==> config.mk <==
export PLATFORM = sky130hd
export DESIGN_NAME = tcw_fifo
export DESIGN_NICKNAME = d
export VERILOG_FILES = /design/src/rtl/tcw_pkg.sv /design/src/rtl/tcw_fifo.sv
export SDC_FILE = /design/constraint.sdc
export NUM_CORES = 1
export LEC_CHECK = 0
export ABC_CLOCK_PERIOD_IN_PS = 5500
export BUFFER_PORTS_ARGS = -buffer_cell sky130_fd_sc_hd__buf_2
export CAP_MARGIN = 30
export CORE_ASPECT_RATIO = 2
export CORE_MARGIN = 4
export CORE_UTILIZATION = 54
export CTS_CLUSTER_DIAMETER = 60
export DETAILED_ROUTE_END_ITERATION = 6
export HOLD_SLACK_MARGIN = 0.06
export PLACE_DENSITY_LB_ADDON = 0.1
export SYNTH_ARGS = -nofsm -noshare
export SYNTH_HDL_FRONTEND = slang
export SYNTH_SLANG_ARGS = --single-unit
==> constraint.sdc <==
create_clock -name i_clk -period 5.5 [get_ports i_clk]
set_input_delay 0.275 -clock i_clk [delete_from_list [all_inputs] [get_ports i_clk]]
set_output_delay 0.275 -clock i_clk [all_outputs]
set_load 0.03 [all_outputs]
==> src/rtl/tcw_pkg.sv <==
// ----------------------------------------------------------------------------
// tcw_pkg
// Shared types and constants for the text console writer.
// ----------------------------------------------------------------------------
package tcw_pkg;

    // Screen geometry
    localparam int COLUMNS  = 80;
    localparam int ROWS     = 25;
    localparam int CELLS    = COLUMNS * ROWS;
    localparam int ADDR_W   = $clog2(CELLS);
    localparam int CNT_W    = $clog2(CELLS + 1);
    localparam int COL_W    = $clog2(COLUMNS);
    localparam int ROW_W    = $clog2(ROWS);

    // Item field widths
    localparam int OPCODE_W = 2;
    localparam int CHAR_W   = 8;
    localparam int ATTR_W   = 8;
    localparam int RCOL_W   = 7;
    localparam int RROW_W   = 5;
    localparam int CURSOR_W = 11;
    localparam int CELL_W   = 16;

    // Command queue between front and back
    localparam int QUEUE_DEPTH = 2;

    // Opcodes
    localparam logic [OPCODE_W-1:0] OP_PRINT = 2'd0;
    localparam logic [OPCODE_W-1:0] OP_READ  = 2'd1;
    localparam logic [OPCODE_W-1:0] OP_CLEAR = 2'd2;

    // Characters and cell values
    localparam logic [CHAR_W-1:0] CH_NEWLINE   = 8'd10;
    localparam logic [CHAR_W-1:0] CH_CR        = 8'd13;
    localparam logic [CHAR_W-1:0] CH_SPACE     = 8'h20;
    localparam logic [ATTR_W-1:0] DEFAULT_ATTR = 8'h07;
    localparam logic [CELL_W-1:0] BLANK_CELL   = {DEFAULT_ATTR, CH_SPACE};

    typedef struct packed {
        logic [OPCODE_W-1:0] opcode;
        logic [CHAR_W-1:0]   char_code;
        logic [RCOL_W-1:0]   read_column;
        logic [RROW_W-1:0]   read_row;
    } t_in_item;

    typedef struct packed {
        logic [CURSOR_W-1:0] cursor_index;
        logic [CELL_W-1:0]   cell_value;
    } t_out_item;

    typedef enum logic [2:0] {
        K_CHAR,
        K_NEWLINE,
        K_CR,
        K_READ,
        K_CLEAR,
        K_NOP
    } t_cmd_kind;

    // Classified command
    typedef struct packed {
        t_cmd_kind          kind;
        logic [CHAR_W-1:0]  char_code;
        logic               in_range;
        logic [ADDR_W-1:0]  read_addr;
    } t_cmd;

    // Queue output toward the back end
    typedef struct packed {
        logic valid;
        t_cmd cmd;
    } t_q_head;

endpackage

==> src/rtl/tcw_fifo.sv <==
// ----------------------------------------------------------------------------
// tcw_fifo
// Short command queue between the decode front and the execute back.
// ----------------------------------------------------------------------------
module tcw_fifo (
    input  logic             i_clk,
    input  logic             i_rst_n,
    input  logic             i_push,
    input  tcw_pkg::t_cmd    i_cmd,
    output logic             o_full,
    input  logic             i_pop,
    output tcw_pkg::t_q_head o_head
);
    import tcw_pkg::*;

    localparam int PTR_W   = (QUEUE_DEPTH > 1) ? $clog2(QUEUE_DEPTH) : 1;
    localparam int COUNT_W = $clog2(QUEUE_DEPTH + 1);

    t_cmd               r_slot [QUEUE_DEPTH];
    logic [PTR_W-1:0]   r_wr_ptr;
    logic [PTR_W-1:0]   r_rd_ptr;
    logic [COUNT_W-1:0] r_count;
    logic               do_push;
    logic               do_pop;

    function automatic logic [PTR_W-1:0] ptr_next(input logic [PTR_W-1:0] p);
        ptr_next = (p == PTR_W'(QUEUE_DEPTH - 1)) ? '0 : p + 1'b1;
    endfunction

    assign o_full       = (r_count == COUNT_W'(QUEUE_DEPTH));
    assign o_head.valid = (r_count != '0);
    assign o_head.cmd   = r_slot[r_rd_ptr];
    assign do_push      = i_push && !o_full;
    assign do_pop       = i_pop && o_head.valid;

    always_ff @(posedge i_clk) begin
        if (!i_rst_n) begin
            r_wr_ptr <= '0;
            r_rd_ptr <= '0;
            r_count  <= '0;
        end else begin
            if (do_push) begin
                r_wr_ptr <= ptr_next(r_wr_ptr);
            end
            if (do_pop) begin
                r_rd_ptr <= ptr_next(r_rd_ptr);
            end
            if (do_push && !do_pop) begin
                r_count <= r_count + 1'b1;
            end else if (do_pop && !do_push) begin
                r_count <= r_count - 1'b1;
            end
        end
    end

    always_ff @(posedge i_clk) begin
        if (do_push) begin
            r_slot[r_wr_ptr] <= i_cmd;
        end
    end

endmodule

# Yosys cells after proc, flatten, opt, wreduce, memory -nomap -nowiden
# Memories as Yosys holds them, arrays and structs flattened. A register that Yosys moved wholly into a read port is not among the register bits.
# Index checks and enable logic that the tools add are counted.
[classes]
addsub = 4
mul = 0
div = 0
magnitude_cmp = 0
eq_ne = 1
shifts = 0
muxes = 8
n_bitwise = 0
n_reduce_logical = 9
[ops]
columns = ["operator", "n"]
rows = [
  ["1-bit two-way mux", 6],
  ["1-bit logical AND", 4],
  ["2-bit two-way mux", 2],
  ["2-bit nonzero test", 2],
  ["1-bit zero test", 3],
  ["1-bit adder (second input constant)", 2],
  ["2-bit by 1-bit adder with 2-bit output (second input constant)", 1],
  ["2-bit equality test (second input constant)", 1],
  ["2-bit by 1-bit subtractor with 2-bit output (second input constant)", 1],
]
[word_totals]
regBits = 4
latch_bits = 0
ramBits = 46
rom_bits = 0
input_bits = 27
out_inout_bits = 25
word_cells = 26
memories = 1
[mem_list]
columns = ["memory", "depth", "word_bits", "rd", "rd_ports_with_merged_regs", "write_ports", "line", "source"]
rows = [
  ["r_slot", 2, 23, 1, 1, 1, "tcw_fifo.sv:19", "t_cmd r_slot [QUEUE_DEPTH];"],
]

# Depth between registers and ports, before layout
[logic_depth]
word_depth = 7
depth_mapped = 7
depth_no_buf = 7

# Least setup slack after synthesis
# Ideal clock, no wire load.
[synth_path]
kind = "flip-flop to flip-flop"
startpoint = "register r_count[0]"
endpoint = "memory r_slot[0][0] in the netlist's numbering (enable)"
setup_time_ns = 0.401
arrival_time_ns = 1.598
required_ns = 5.099
setup_slack_ns = 3.501
stages_incl_launch_ff = 4
n_path_buf = 0
synth_period_minus_slack_ns = 1.999
path_cell_list = "dfxtp_1 -> nand2b_1 -> inv_2 -> nor3_2"
[synth_via]
elab_chain_cells = 5
[synth_rtl]
columns = ["element", "line", "source"]
rows = [
  ["start: declaration", "tcw_fifo.sv:22", "logic [COUNT_W-1:0] r_count;"],
  ["start signal: assignment", "tcw_fifo.sv:49", "r_count <= r_count + 1'b1;"],
  ["start signal: assignment", "tcw_fifo.sv:51", "r_count <= r_count - 1'b1;"],
  ["2-bit equality test", "tcw_fifo.sv:30", "assign o_full = (r_count == COUNT_W'(QUEUE_DEPTH));"],
  ["named net o_full", "tcw_fifo.sv:10", "output logic o_full,"],
  ["1-bit zero test", "tcw_fifo.sv:33", "assign do_push = i_push && !o_full;"],
  ["1-bit logical AND", "tcw_fifo.sv:33", ""],
  ["1-bit two-way mux", "tcw_fifo.sv:57", "if (do_push) begin"],
  ["1-bit two-way mux (implied by the code)", "tcw_fifo.sv:58", "r_slot[r_wr_ptr] <= i_cmd;"],
  ["end: declaration", "tcw_fifo.sv:19", ""],
]
# The timed path passes the listed nets, and every way through them passes these cells.

==> flow_summary.ini <==
[worst_hold_path]
holdPathStages = 1
hold_path_class = in2reg

[final_layout]
diodes = 0
final_nets = 182
layout-drive-gt1-share_pct = 54.8
stdcell_count = 187
syn_to_final_growth_pct = 22.0
fin_util_pct = 68.1

[pwr]
p_sw_w = 0.000364
leakage_nw = 0.884
worst_ir_drop_vdd_v = 0.000413
powerDensity_nw_per_um2 = 473
clockPowerShare_pct = 17.7
power_w = 0.00109
power_frac_comb_pct = 33.7
p_sw_share_pct = 33.4
pwr-share-seq_pct = 48.6
p_int_w = 0.000725

[floorplan]
num_rows = 30
die_x_um = 49.8
ios = 52
start_util_pct = 55.9
die_h_um = 91.6
fp.dieArea_sq_um = 4560
core_sq_um = 3380

[critical_path]
cpLargestDelayFamily = flip-flops
crit_path_max_fanout = 23
start_kind = flip-flop
crit_chain = mux2_2 -> buf_2
max_stage_delay_ns = 0.97
critical_path_class = reg2out
worst_setup_path_end_kind = output pin
crit_cells = 2
crit_buf_inv = 1
r2r_cells = 6
critPathSlowestCell = dfxtp_1
required_ns = 5.22
cp.arrival_ns = 1.87

[synth]
netlist_area_sq_um = 1890
synth.yosys.seq_area_share_pct = 78.5
ys_seq_elements = 51
yosys_warnings = 0
synth_xor_area_share_pct = 1.39
synth_cells = 96
syn_nets = 124
yosys.area_share.adder_pct = 0.663
synth.distinct_cells = 21
synthMuxAreaShare_pct = 13.7
synth_compound_area_share_pct = 1.72
syn_area_per_cell_sq_um = 19.7
synth-simple-area-share_pct = 3.05
synth_top_family_by_area = multiplexers

[sta]
finalHoldViolations = 0
tightest_slew_ns = 0.984
hold_ws_ns = 0.172
maxSlewHeadroom_pct = 34.3
finalSetupViolCount = 0
skew_ns = 0.00298
fin_crit_sh_pct = 39.0
setup_tns_ns = 0
max_freq_mhz = 467
slew_violations = 0
grt_setup_unrepaired = no
period_minus_slack_ns = 2.14

[detailed_routing]
antenna_left = 0
viasPerCell = 5.38
routedWlPerCell_um = 15.3
dr_total_vias = 1006
drt_pass1_iterations = 4
drc = 0
drt-initial-drc-count = 23
drt_wl_total_mm = 2.86

[place]
numPortBuffers = 51
dp.cells = 178
dp.final_hpwl_mm = 2.03
gp_congestion = 0.663

[global_routing]
grt_overflow_total = 0
grt_antenna_before_repair = 0
track_usage_pct = 13.8
grt_pass1_vias = 1033
grt_max_degree = 24
grt_pass1_wl_mm = 4.68

[cts]
clkTransAtPathRegs_ns = 0.08
cts-hold-fix-buffers = 0
cts_max_level = 2
clkSinkCount = 51
clock_path_buffers = 2
clk_latency_ns = 0.29
root_buffer = clkbuf_8
post_cts_buffers = 0
cts_resized = 0
cts_buffers = 5
cts_tree = built

[job]
maxCapViolCount = 0

[run_status]
status = finished, final reports clean
==> final timing paths <==
path | startpoint | slack [ns] | end
worst min-delay path | i_cmd[20] | 0.17 | r_slot[1][20]$_DFFE_PP_
worst max-delay path | flip-flop | 3.36 | o_head[9]
worst min register to register | r_count[1]$_SDFFE_PN0P_ | 0.52 | r_count[1]$_SDFFE_PN0P_
worst max register to register | r_count[0]$_SDFFE_PN0P_ | 3.88 | r_count[1]$_SDFFE_PN0P_
==> layout make-up <==
cell class / instances / area [sq um]
sequential: 51 / 1480
inverter: 2 / 7.51
clock inverter: 1 / 5.00
multi-input combinational: 41 / 394
timing repair buffer: 53 / 298
clock buffer: 7 / 76.3
fill: 254 / 1080
tap: 32 / 40.0
==> routing by layer <==
layer / track usage [%] / vias to the layer above / wire, um
met1: 14.2 / 489 / 1010
met5: 0 / - / 0
li1: - / 481 / -
met2: 24.3 / 31 / 1630
met3: 4.43 / 5 / 166
met4: 6.93 / 0 / 51
==> cells by family (layout without fill, tap and decap cells) <==
logic type      count (synthesis)  in the layout
compound gates                  5              5
xor+xnor                        3              3
fa+ha+maj                       1              1
buf+inv                         4             63
flops                          51             51
mux                            23             23
simple gates                    9              9
==> power groups by stage <==
stage	Clock [W]	Sequential (W)	Combinational, W
floorplan	0	0.000514	0.000288
global placement	0	0.000537	0.000353
detailed placement	0	0.000541	0.000365
CTS	0.000203	0.000532	0.000366
global route	0.000223	0.000537	0.000392
finish	0.000193	0.000529	0.000366
==> Yosys cell counts <==
library cell  number  area (sq um)
a21boi_0           1          7.51
a21boi_1           1          7.51
and2_1             3          18.8
and3_1             1          6.26
buf_2              2          10.0
dfxtp_1            5           100
edfxtp_1          46          1380
ha_1               1          12.5
inv_1              1          3.75
inv_2              1          3.75
mux2_2            23           259
nand2b_1           1          6.26
nor2_1             1          3.75
nor3_2             1          10.0
o21a_1             1          7.51
o21ai_0            1          5.00
o21ai_1            1          5.00
or2_2              1          6.26
or3_1              1          6.26
xnor2_1            2          17.5
xor2_1             1          8.76
==> per-stage QoR <==
step           area [sq um]  setup WS (ns)
4_1_cts                2270           3.29
5_1_grt                2300           3.24
2_1_floorplan          1890           3.50
6_report               2300           3.36
3_5_place_dp           2190           3.61
3_3_place_gp           2180           3.65
==> registers in the layout, summed over array words and instances (netlist names), named ones only <==
signal	cells
r_count	2
r_rd_ptr	1
r_slot	46
r_wr_ptr	1
==> cell usage in the layout, fill, tap and decap left out, types with 2 or more instances in the layout <==
| cell type | synthesis | routed |
|---|---|---|
| dfxtp_1 | 5 | 5 |
| edfxtp_1 | 46 | 46 |
| xnor2_1 | 2 | 2 |
| clkbuf_1 | 0 | 2 |
| mux2_2 | 23 | 23 |
| clkbuf_8 | 0 | 5 |
| and2_1 | 3 | 3 |
| buf_2 | 2 | 51 |
No activity file was read; power rests on OpenSTA's default activity.
