==> src/rtl/tcw_pkg.sv <==
// ----------------------------------------------------------------------------
// tcw_pkg
// Shared types and constants for the text console writer.
// ----------------------------------------------------------------------------
package tcw_pkg;

    // Screen geometry
    localparam int COLUMNS  = 80;
    localparam int ROWS     = 25;
    localparam int CELLS    = COLUMNS * ROWS;
    localparam int ADDR_W   = $clog2(CELLS);
    localparam int CNT_W    = $clog2(CELLS + 1);
    localparam int COL_W    = $clog2(COLUMNS);
    localparam int ROW_W    = $clog2(ROWS);

    // Item field widths
    localparam int OPCODE_W = 2;
    localparam int CHAR_W   = 8;
    localparam int ATTR_W   = 8;
    localparam int RCOL_W   = 7;
    localparam int RROW_W   = 5;
    localparam int CURSOR_W = 11;
    localparam int CELL_W   = 16;

    // Command queue between front and back
    localparam int QUEUE_DEPTH = 2;

    // Opcodes
    localparam logic [OPCODE_W-1:0] OP_PRINT = 2'd0;
    localparam logic [OPCODE_W-1:0] OP_READ  = 2'd1;
    localparam logic [OPCODE_W-1:0] OP_CLEAR = 2'd2;

    // Characters and cell values
    localparam logic [CHAR_W-1:0] CH_NEWLINE   = 8'd10;
    localparam logic [CHAR_W-1:0] CH_CR        = 8'd13;
    localparam logic [CHAR_W-1:0] CH_SPACE     = 8'h20;
    localparam logic [ATTR_W-1:0] DEFAULT_ATTR = 8'h07;
    localparam logic [CELL_W-1:0] BLANK_CELL   = {DEFAULT_ATTR, CH_SPACE};

    typedef struct packed {
        logic [OPCODE_W-1:0] opcode;
        logic [CHAR_W-1:0]   char_code;
        logic [RCOL_W-1:0]   read_column;
        logic [RROW_W-1:0]   read_row;
    } t_in_item;

    typedef struct packed {
        logic [CURSOR_W-1:0] cursor_index;
        logic [CELL_W-1:0]   cell_value;
    } t_out_item;

    typedef enum logic [2:0] {
        K_CHAR,
        K_NEWLINE,
        K_CR,
        K_READ,
        K_CLEAR,
        K_NOP
    } t_cmd_kind;

    // Classified command
    typedef struct packed {
        t_cmd_kind          kind;
        logic [CHAR_W-1:0]  char_code;
        logic               in_range;
        logic [ADDR_W-1:0]  read_addr;
    } t_cmd;

    // Queue output toward the back end
    typedef struct packed {
        logic valid;
        t_cmd cmd;
    } t_q_head;

endpackage

==> src/rtl/tcw_front.sv <==
// ----------------------------------------------------------------------------
// tcw_front
// Input register: accepts items, decodes them into commands for the queue.
// ----------------------------------------------------------------------------
module tcw_front (
    input  logic              i_clk,
    input  logic              i_rst_n,
    input  logic              i_in_valid,
    input  tcw_pkg::t_in_item i_in,
    output logic              o_in_stall,
    input  logic              i_hold,
    input  logic              i_q_full,
    output logic              o_push,
    output tcw_pkg::t_cmd     o_cmd
);
    import tcw_pkg::*;

    logic  r_valid;
    t_cmd  r_cmd;
    t_cmd  n_cmd;
    logic  accept;

    assign o_push     = r_valid && !i_q_full;
    assign o_in_stall = i_hold || (r_valid && i_q_full);
    assign accept     = i_in_valid && !o_in_stall;
    assign o_cmd      = r_cmd;

    always_comb begin
        n_cmd.char_code = i_in.char_code;
        n_cmd.in_range  = (int'(i_in.read_column) < COLUMNS) && (int'(i_in.read_row) < ROWS);
        n_cmd.read_addr = n_cmd.in_range ?
                          ADDR_W'(int'(i_in.read_row) * COLUMNS + int'(i_in.read_column)) :
                          '0;
        unique case (i_in.opcode)
            OP_PRINT: begin
                case (i_in.char_code)
                    CH_NEWLINE: n_cmd.kind = K_NEWLINE;
                    CH_CR:      n_cmd.kind = K_CR;
                    default:    n_cmd.kind = K_CHAR;
                endcase
            end
            OP_READ:  n_cmd.kind = K_READ;
            OP_CLEAR: n_cmd.kind = K_CLEAR;
            default:  n_cmd.kind = K_NOP;
        endcase
    end

    always_ff @(posedge i_clk) begin
        if (!i_rst_n) begin
            r_valid <= 1'b0;
        end else if (accept) begin
            r_valid <= 1'b1;
        end else if (o_push) begin
            r_valid <= 1'b0;
        end
    end

    always_ff @(posedge i_clk) begin
        if (accept) begin
            r_cmd <= n_cmd;
        end
    end

endmodule

==> config.mk <==
export PLATFORM = sky130hd
export DESIGN_NAME = tcw_front
export DESIGN_NICKNAME = d
export VERILOG_FILES = /design/src/rtl/tcw_pkg.sv /design/src/rtl/tcw_front.sv
export SDC_FILE = /design/constraint.sdc
export NUM_CORES = 1
export LEC_CHECK = 0
export BUFFER_PORTS_ARGS = -buffer_cell sky130_fd_sc_hd__buf_4
export CAP_MARGIN = 30
export CORE_MARGIN = 2
export CORE_UTILIZATION = 40
export CTS_BUF_LIST = sky130_fd_sc_hd__clkbuf_16
export DETAILED_ROUTE_END_ITERATION = 12
export PLACE_DENSITY = 0.69
export SETUP_SLACK_MARGIN = 0.15
export SLEW_MARGIN = 10
export SYNTH_ARGS = -nofsm -noshare
export SYNTH_HDL_FRONTEND = slang
export SYNTH_SLANG_ARGS = --single-unit
==> constraint.sdc <==
create_clock -name i_clk -period 3.1 [get_ports i_clk]
set_input_delay 0.31 -clock i_clk [delete_from_list [all_inputs] [get_ports i_clk]]
set_output_delay 0.31 -clock i_clk [all_outputs]
set_load 0.02 [all_outputs]
Word level (Yosys, flattened, before mapping)
Cells that the tools add are included.
{ "totals": {"word_cells": 26, "in_bits": 27, "ff_bits": 24, "output_inout_bits": 25} }
{ "classes": {"eq_ne": 4, "magnitude_cmp": 2, "mul": 1, "mux": 4, "add_sub_neg": 1, "n_reduce_logical": 9} }
{ "ops": {"columns": ["operator", "n"], "rows": [
  ["equality test 8 x 4 -> 1 bit (second input constant)", 2],
  ["adder 11 x 7 -> 11 bit", 1],
  ["case mux 3 bit (3 select lines)", 1],
  ["less-than comparator 7 bit (second input constant)", 1],
  ["multiplier 5 x 3 -> 7 bit (second input constant)", 1],
  ["less-than comparator 5 bit (second input constant)", 1],
  ["logical AND 1 bit", 4],
  ["case mux 2 bit (2 select lines)", 1],
  ["equality test 2 x 1 -> 1 bit (second input constant)", 1],
  ["equality test 2 bit (second input constant)", 1],
  ["zero test 1 bit", 2],
  ["zero test 2 bit", 1],
  ["2-to-1 mux 1 bit", 2],
  ["nonzero test 2 bit", 1],
  ["logical OR 1 bit", 1]
]} }

Depth between registers and ports, before layout
Gate-level depths: netlist of the first run.
{ "depth": {"ltp_word": 5, "ltp_mapped": 7} }

Worst setup path after synthesis of the first run
No wires, ideal clock.
{ "synth_path": {"path_type": "input -> register", "start": "input port i_in[1] (netlist name)", "end": "register r_cmd, in the netlist o_cmd[10] (data pin)", "cell_stages": 7, "path_buffers": 0, "setup_time_ps": 255, "slack_ps": 831, "arrival_time_ps": 2014, "path_cell_list": "ha_1 ha_1 fa_1 xor2_1 o2111ai_1 xor3_1 and2_1"} }
{ "synth_between": {"elab_chain_cells": 2} }
{ "synth_lines": {"columns": ["item", "line_no", "rtl"], "rows": [
  ["start: declaration", "tcw_front.sv:9", "input tcw_pkg::t_in_item i_in,"],
  ["multiplier 5 x 3 -> 7 bit / less-than comparator 5 bit (equally long branches)", "tcw_front.sv:32, tcw_front.sv:30", null],
  ["adder 11 x 7 -> 11 bit / logical AND 1 bit (equally long branches)", "tcw_front.sv:32, tcw_front.sv:30", null],
  ["end signal: assignment", "tcw_front.sv:60", "r_cmd <= n_cmd;"],
  ["end: declaration", "tcw_front.sv:19", "t_cmd r_cmd;"]
]} }
Parallel ways exist; a longest one is shown, timed or not.
A chain may end at the register's enable or synchronous reset.

Worst setup path in the final report of the first run
Ends and elaborated chain as after synthesis.

==> results of run 1 <==
critical path, cell delays in order:
cell,delay (ns)
buf_4,0.13
ha_1,0.30
ha_1,0.23
fa_1,0.39
xor2_1,0.21
o2111ai_1,0.16
xor3_1,0.36
and2_1,0.16
final cells by class:
type,count,area (um2)
Timing Repair Buffer,52,390
Clock buffer,3,75.1
Inverter,5,18.8
Sequential cell,24,711
Clock inverter,1,3.75
Multi-Input combinational cell,55,445
Fill cell,226,1100
Tap cell,31,38.8
cells in the final DEF (no fill, tap or decap), types with 3 or more instances in the layout:
cell,instances
nor2_1,8
edfxtp_1,23
clkbuf_16,3
nand2_1,3
o21ai_0,3
inv_1,5
ha_1,9
and3_1,5
nor2b_1,3
buf_4,52
worst paths after layout:
path / startpoint / endpoint / slack (ns) / cells past startpoint
worst max-delay path: i_in[1] / o_cmd[10] / 0.86 / 8
worst min-delay path: i_in[18] / o_cmd[18] / 0.24 / 1
worst max register to register: r_valid / o_cmd[12] / 2.01 / 2
worst min register to register: r_valid / r_valid / 0.54 / 2
metal layers:
metal  up-vias  share of wire, %
li1        426                 -
met2        39                50
met1       394                40
met3         4               8.0
met4         0               1.6
met5         -                 0
power breakdown:
part / leakage [nW] / internal [mW] / switching (mW)
logic: 0.495 / 0.0817 / 0.0850
registers: 0.225 / 0.379 / 0.00515
clock network: 0.0385 / 0.172 / 0.0976
total: 0.758 / 0.633 / 0.188
cell usage after synthesis, types with 2 or more instances:
library cell  instances
nand3_1               2
nand2b_1              2
edfxtp_1             23
nor2_1                8
a21oi_1               3
inv_1                 5
xnor2_1               2
ha_1                  9
xor2_1                2
o21ai_0               3
nand2_1               3
and3_1                5
nor2b_1               3
fa_1                  2
state kept, by name, summed over array words and instances, names as in the netlist:
register / flops
o_cmd: 23
r_valid: 1
stage by stage:
| stage | hold slack [ns] | power, mW | cell area (um2) |
|---|---|---|---|
| 3_3_place_gp | 0.500 | 0.554 | 1600 |
| 6_report | 0.244 | 0.820 | 1680 |
| 5_1_grt | 0.243 | 0.861 | 1680 |
| 2_1_floorplan | 0.409 | 0.486 | 1170 |
| 3_5_place_dp | 0.501 | 0.559 | 1600 |
| 4_1_cts | 0.239 | 0.832 | 1680 |
logic make-up (layout without fill, tap and decap cells):
family,Yosys count,after routing,synth area share (%)
buffers and inverters,6,61,1.92
AO/OA/AOI/OAI,13,13,8.20
AND/OR/NAND/NOR,26,26,11.4
adder cells (fa/ha/maj),11,11,13.0
XOR/XNOR,5,5,5.01
flip-flops,24,24,60.5
==> metrics, run 1 <==
IO Count 52; Antenna Nets Post-Route 0; mean post-synth cell area 13.8 um2; post-synth cell types 27; global-route wire length before repair 3880 um; Crit Path Max Fanout 4; Port Buffers 51; via count 863; fin worst setup slack roughly 0.86 ns; met1 global-route usage 17.4%; Worst-path clk slew 0.06 ns; prevailing post-synth register cell edfxtp_1; final net count 179; measured slew at the worst slew-check pin 0.457 ns; Fin Clk Skew 0.00232 ns; status finished, final reports clean; Post-CTS Resized 0; Clock Tree Root clkbuf_16; DRT Wirelength approximately 2300 um; Final Hold Viols 0; CP endpoint kind flip-flop; Critical Path Source Type input pin; drt wl/cell 13.5 um; cell count after placement 167; Critical Path RT ~3.1 ns; EDFF count, synth 23; GPL Wtd Cong roughly 0.77; top area cells in the synthesized netlist edfxtp_1 (59%), ha_1 (9.6%), fa_1 (3.4%); clk_lat worst skew 0.25 ns; cts-stage hold buffer count 0; Starting Density a little over two fifths; CTS tree done; post-layout min period 2.24 ns; total gr overflow 0; GR peak layer met2; drt drc 0; CP Data Arrival Time 2.25 ns; Syn. warnings 0; H-Tree Level Count 1; row count 19; Final setup viols 0; Post-Syn Nets 123; initial antenna violation count 0; asr flop ratio synth 0%; crit path kind in -> reg; Max Clk Rate roughly 0.45 GHz; CTS Buf Count 3; Setup TNS 0 ns; max_slew headroom 69.2%; post-CTS setup buffer count 0; Die ar. between 3000 and 4000 um2; area grow syn2layout 43.2%; Synth Register Bits 24; core area 2780 um2; DP HPWL approximately 1800 um; CTS Sinks 24; Core Util, Final 60.5%; Die W 58.2 um; Max Buffers Root-to-Sink 2; grt met3 use under 10%; layout cell share with drive strength beyond 1 40.7%; power density over the cells a little under 500 nW/um2; post-synthesis cell count 85; number of vias per cell 5.05; top cell type's share of synthesized area 58.8%; dpl ws 0.579 ns; Cell Count, Final, Fillers Out roughly 170; router iterations before antenna repair 4; maximum number of pins on one net before global-route repair 24; RSZ-0062 raised after global routing no; Hold Path Class in -> reg; peak supply drop between 400 and 500 uV; met2 Track Usage GR 26.3%; Final Max Slew Viols 0; LEAKAGE 0.758 nW; sequential-to-total area share from yosys stat 60.5%; Max Cap Viol 0; vias in the first global route approximately 880; Die Y between 50 and 60 um; Antenna Cells 0; Cell Area, Synth approximately 1200 um2; largest area contributor in the netlist edfxtp_1; DRT iter0 DRCs 29; part of the cycle the worst path needs between 70 and 80%; GRT Total Usage between 10% and 20%
Power figures use the tool's default switching activity.
==> inputs of run 2 (changes only) <==
--- a/config.mk
+++ b/config.mk
@@ -5,13 +5,14 @@
 export SDC_FILE = /design/constraint.sdc
 export NUM_CORES = 1
 export LEC_CHECK = 0
+export ABC_AREA = 1
 export BUFFER_PORTS_ARGS = -buffer_cell sky130_fd_sc_hd__buf_4
 export CAP_MARGIN = 30
 export CORE_MARGIN = 2
 export CORE_UTILIZATION = 40
 export CTS_BUF_LIST = sky130_fd_sc_hd__clkbuf_16
 export DETAILED_ROUTE_END_ITERATION = 12
-export PLACE_DENSITY = 0.69
+export PLACE_DENSITY = 0.71
 export SETUP_SLACK_MARGIN = 0.15
 export SLEW_MARGIN = 10
 export SYNTH_ARGS = -nofsm -noshare
==> constraint.sdc (replaced) <==
create_clock -name i_clk -period 2 [get_ports i_clk]
set_input_delay 0.2 -clock i_clk [delete_from_list [all_inputs] [get_ports i_clk]]
set_output_delay 0.2 -clock i_clk [all_outputs]
set_load 0.02 [all_outputs]
==> run 2 against run 1 <==
  * Critical path depth grew 1
  * Clock-buffer cell count is the same
  * Combinational power grew 61%
  * Die area grew 5.5%
  * First-iteration DRC count shrank 24%
  * Largest cell class unchanged
  * Global-route usage shrank 1.3 points
  * Worst hold slack lost 0.11 ns
  * Setup slack lost 0.61 ns
  * Utilization shrank 0.75 points
  * Via count grew 16%
  * Largest power group unchanged
  * Clock power grew 110%
  * Flip-flop and latch count is the same
==> metrics, run 2 <==
status finished, final reports clean; post-synthesis cell count 123; prevailing post-synth register cell edfxtp_1; part of the cycle the worst path needs 87.5%; router iterations before antenna repair 4; Die W 59.8 um; CP Data Arrival Time between 1.5 and 2 ns; core area 3000 um2; most frequent cells in the layout buf_4 (54), inv_1 (23), edfxtp_1 (23); asr flop ratio synth 0%; dpl ws -0.0144 ns; Antenna Cells 0; max_slew headroom 81.4%; fin worst setup slack 0.250 ns; cts-stage hold buffer count 0; drt wl/cell ~11 um; final net count 219; largest area contributor in the netlist edfxtp_1; Max Buffers Root-to-Sink 2; Fin Clk Skew around 0.0025 ns; Post-synth top cells edfxtp_1 (23), inv_1 (23), nand2_1 (21), nor2_1 (21); DR top layer met4; row count 20; vias in the first global route 919; H-Tree Level Count 1; RSZ-0062 raised after global routing no; Worst-path clk slew 0.06 ns; Die Y between 50 and 60 um; Die ar. 3570 um2; post-synth cell types 19; DRT iter0 DRCs 22; post-CTS setup buffer count 0; WL met2 1220 um; CTS Buf Count 3; CTS tree done; IO Count 52; mean post-synth cell area 10.1 um2; crit path kind in -> reg; Crit Path Max Fanout 3; Clock Tree Root clkbuf_16; Post-Syn Nets 161; layout cell share with drive strength beyond 1 35.0%; Synth Register Bits 24; post-layout min period approximately 1.8 ns; DRT Wirelength around 2300 um; Syn. warnings 0; area grow syn2layout 44.3%; Antenna Nets Post-Route 0; initial antenna violation count 0; Post-CTS Resized 0; most common cell after layout, fill and taps aside buf_4; Port Buffers ~50; top cell type's share of synthesized area 55.5%; CP endpoint kind flip-flop; Routed met3 length 221 um; Post-Route M1 WL 891 um; power density over the cells a little under 800 nW/um2; sequential-to-total area share from yosys stat 57.1%; GRT Total Usage between 10 and 15%; Critical Path RT 2.01 ns; drt drc 0; Starting Density approximately two fifths; Hold Path Class in -> reg; top area cells in the synthesized netlist edfxtp_1 (56%), ha_1 (9.1%), inv_1 (6.9%); clk_lat worst skew roughly 0.25 ns; DP HPWL around 1900 um; total gr overflow 0; global-route wire length before repair 3750 um; peak supply drop approximately 340 uV; GPL Wtd Cong 0.764; via count 1001; measured slew at the worst slew-check pin 0.280 ns; fillers 253; Final Hold Viols 0; maximum number of pins on one net before global-route repair 24; Cell Area, Synth 1240 um2; Max Clk Rate 0.571 GHz; Critical Path Source Type input pin; Total Power 1.42 mW; Final setup viols 0; max FFs per register 23; CTS Sinks 24; Final Max Slew Viols 0; number of vias per cell 4.70; Max Cap Viol 0; EDFF count, synth 23; LEAKAGE 0.879 nW
==> run 2: cell types whose count changed after synthesis, moves of 2 or more <==
cell,delta
nand3_1,+7
nor2b_1,-3
nor2_1,+13
nand2b_1,-2
and3_1,-5
nand2_1,+18
xor2_1,-2
xnor2_1,-2
inv_1,+18
==> run 2: cell type report <==
type                    count  area [um2]  area share [%]
flip-flops and latches     24         711            39.6
clock inverters             1        30.0            1.67
multi-input cells          74         442            24.6
clock buffers               3        75.1            4.18
well taps                  33        41.3            2.30
repair buffers             54         405            22.6
inverters                  24        90.1            5.02
==> run 2: kinds of logic (layout without fill, tap and decap cells) <==
group,after synthesis,after routing,share of synthesized area (%)
adders and majority gates,11,11,12.3
buffers and inverters,25,82,7.54
AOI/OAI and AO/OA,9,9,5.23
and+or+nand+nor,54,54,17.8
DFF,24,24,57.1
==> run 2: worst paths after layout <==
| check | startpoint | end | slack, ns | cells past startpoint |
|---|---|---|---|---|
| setup / recovery | i_in[1] | o_cmd[10] | 0.25 | 9 |
| hold / removal | i_in[13] | o_cmd[13] | 0.13 | 1 |
| setup reg to reg | r_valid | o_cmd[20] | 0.85 | 4 |
| hold reg to reg | r_valid | r_valid | 0.57 | 4 |
==> run 2: metrics by stage <==
step / area, um2 / instances / setup TNS [ns] / utilization (%) / hold WS, ns
after floorplan: 1250 / 123 / 0 / - / 0.298
after global placement: 1690 / 209 / 0 / 56.3 / 0.385
after detailed placement: 1690 / 209 / -0.0144 / 56.3 / 0.390
after CTS: 1790 / 213 / 0 / 59.8 / 0.126
after global routing: 1790 / 213 / 0 / 59.8 / 0.127
final: 1790 / 213 / 0 / 59.8 / 0.130
==> run 2: report_power, final <==
group,leakage [nW],switching (mW),internal (mW)
Clock,0.0511,0.157,0.397
Sequential,0.225,0.00682,0.586
Combinational,0.604,0.147,0.122
==> run 2: layer usage <==
| metal | global-route usage, % | vias up |
|---|---|---|
| li1 | - | 515 |
| met1 | 15.1 | 441 |
| met2 | 25.9 | 43 |
| met4 | 5.71 | 0 |
| met5 | 0 | - |
| met3 | 3.25 | 2 |
==> run 2: worst max-delay path: stages <==
cell,delay [ns]
buf_4,0.12
ha_1,0.29
ha_1,0.23
fa_1,0.50
nand2_1,0.05
inv_1,0.08
nand3_1,0.10
a21oi_1,0.13
nor2_1,0.06
==> inputs of run 3 (changes only) <==
--- a/config.mk
+++ b/config.mk
@@ -6,13 +6,12 @@
 export NUM_CORES = 1
 export LEC_CHECK = 0
 export ABC_AREA = 1
-export BUFFER_PORTS_ARGS = -buffer_cell sky130_fd_sc_hd__buf_4
 export CAP_MARGIN = 30
 export CORE_MARGIN = 2
 export CORE_UTILIZATION = 40
 export CTS_BUF_LIST = sky130_fd_sc_hd__clkbuf_16
 export DETAILED_ROUTE_END_ITERATION = 12
-export PLACE_DENSITY = 0.71
+export DONT_BUFFER_PORTS = 1
 export SETUP_SLACK_MARGIN = 0.15
 export SLEW_MARGIN = 10
 export SYNTH_ARGS = -nofsm -noshare
==> run 3 against run 2 <==
  * Die area did not move
  * Clock skew fell by 0.0015 ns
  * Critical path depth fell by 1
  * Combinational power fell by 46%
  * Wire length fell by 17%
  * Maximum frequency rose by 5.3%
  * Power fell by 16%
  * Utilization fell by 14 points
  * Non-clock buffer count fell by 53
  * Sequential power rose by 5.9%
  * Critical endpoint unchanged
  * Final cell count fell by 25%
  * Global-route usage fell by 1.9 points
==> metrics, run 3 (same netlist as run 2, synthesis figures left out) <==
status finished, final reports clean; Final setup viols 0; Crit path top cell by count ha_1; measured slew at the worst slew-check pin approximately 0.38 ns; peak supply drop about 320 uV; Cell Area, Placed between 1000 and 1500 um2; row count 20; via count 814; dpl ws a little over 0.08 ns; drt drc 0; router iterations before antenna repair 4; area grow syn2layout 10.2%; power density over the cells 867 nW/um2; CTS Buf Count 3; cts-stage hold buffer count 0; global-route wire length before repair about 3200 um; CTS tree done; crit path kind in -> reg; part of the cycle the worst path needs 83.1%; CTS Sinks 24; Max Cap Viol 0; Max Clk Rate 0.602 GHz; slowest stage cell, crit path fa_1; post-layout min period ~1.7 ns; Antenna Nets Post-Route 0; Max Buffers Root-to-Sink 2; max_slew headroom between 70% and 80%; initial antenna violation count 0; Die W 59.8 um; Final Max Slew Viols 0; Setup TNS 0 ns; Hold Path Depth 0; drt wl/cell about 12 um; DP HPWL 1650 um; Hold Path End o_cmd[19]; Worst Path Buf+Inv 1; Starting Density 41.4%; Reg2Reg Capture Point o_cmd[5]; final net count about 170; Final Hold Viols 0; Port Buffers 0; LEAKAGE 0.611 nW; most frequent cells in the layout inv_1 (23), edfxtp_1 (23), nand2_1 (21); Die ar. 3570 um2; Hold Path Class in -> reg; GPL Wtd Cong between 0.6 and 0.7; H-Tree Level Count 1; Core Util, Final around 46%; Die Y 59.8 um; crit-path leading delay family adder cells; Max stage delay on crit path around 0.52 ns; Antenna Cells 0; number of vias per cell between 5 and 6; Post-CTS Resized 0; vias in the first global route just over 800; Critical Path RT roughly 2.0 ns; DRT Wirelength 1960 um; Total Power 1.19 mW; R2R Setup Slk 0.72 ns; CP endpoint kind flip-flop; Critical Path Source Type input pin; fin worst setup slack 0.338 ns; Crit Path Max Fanout 3; max FFs per register 23; RSZ-0062 raised after global routing no; cell breakdown of the critical path ha_1, ha_1, fa_1, nand2_1, inv_1, nand3_1, a21oi_1, nor2_1; maximum number of pins on one net before global-route repair 24; R2R cell count 4; post-CTS setup buffer count 0; DRT iter0 DRCs 38; total gr overflow 0; GRT Total Usage 12.1%; core area 3000 um2; clk_lat worst skew 0.25 ns; Reg-to-Reg Start r_valid; Final Cell Area 1370 um2; Fin Clk Skew 0.000958 ns; Clock Tree Root clkbuf_16; Worst-path clk slew approximately 0.060 ns; min-delay src i_in[19]; IO Count 52; CP Data Arrival Time 1.67 ns; layout cell share with drive strength beyond 1 7.09%
## run 3: routing by layer
metal / track usage (%) / wire [um]
met1: 12.8 / 743
met2: 22.0 / 1050
met3: 1.73 / 138
met4: 7.62 / 27
met5: 0 / 0
## run 3: area by class of cell
class,count,area (um2)
flip-flops and latches,24,711
inverters,24,90.1
repair buffers,1,7.51
fillers,269,1630
well taps,33,41.3
clock inverters,1,3.75
multi-input cells,74,442
clock buffers,3,75.1
## run 3: power breakdown
part           leakage [nW]  internal, mW  switching [mW]
Sequential            0.225         0.588          0.0394
Clock                0.0385         0.266           0.149
Combinational         0.348        0.0542          0.0905
## run 3: worst max-delay path by stage
| stage | from | to | slack [ns] | cells after the start |
|---|---|---|---|---|
| 3_3_place_gp | i_in[1] | o_cmd[10] | 0.12 | 8 |
| 6_report | i_in[1] | o_cmd[10] | 0.34 | 8 |
| 4_1_cts | i_in[1] | o_cmd[10] | 0.35 | 8 |
| 3_5_place_dp | i_in[1] | o_cmd[10] | 0.08 | 8 |
| 5_1_grt | i_in[1] | o_cmd[10] | 0.24 | 8 |
| 2_1_floorplan | i_in[1] | o_cmd[10] | 0.16 | 8 |
## run 3: metrics by stage
stage,hold WS (ns),instances
finish,0.0437,160
detailed placement,0.299,156
floorplan,0.298,123
global placement,0.299,156
global route,0.0337,160
CTS,0.0384,160
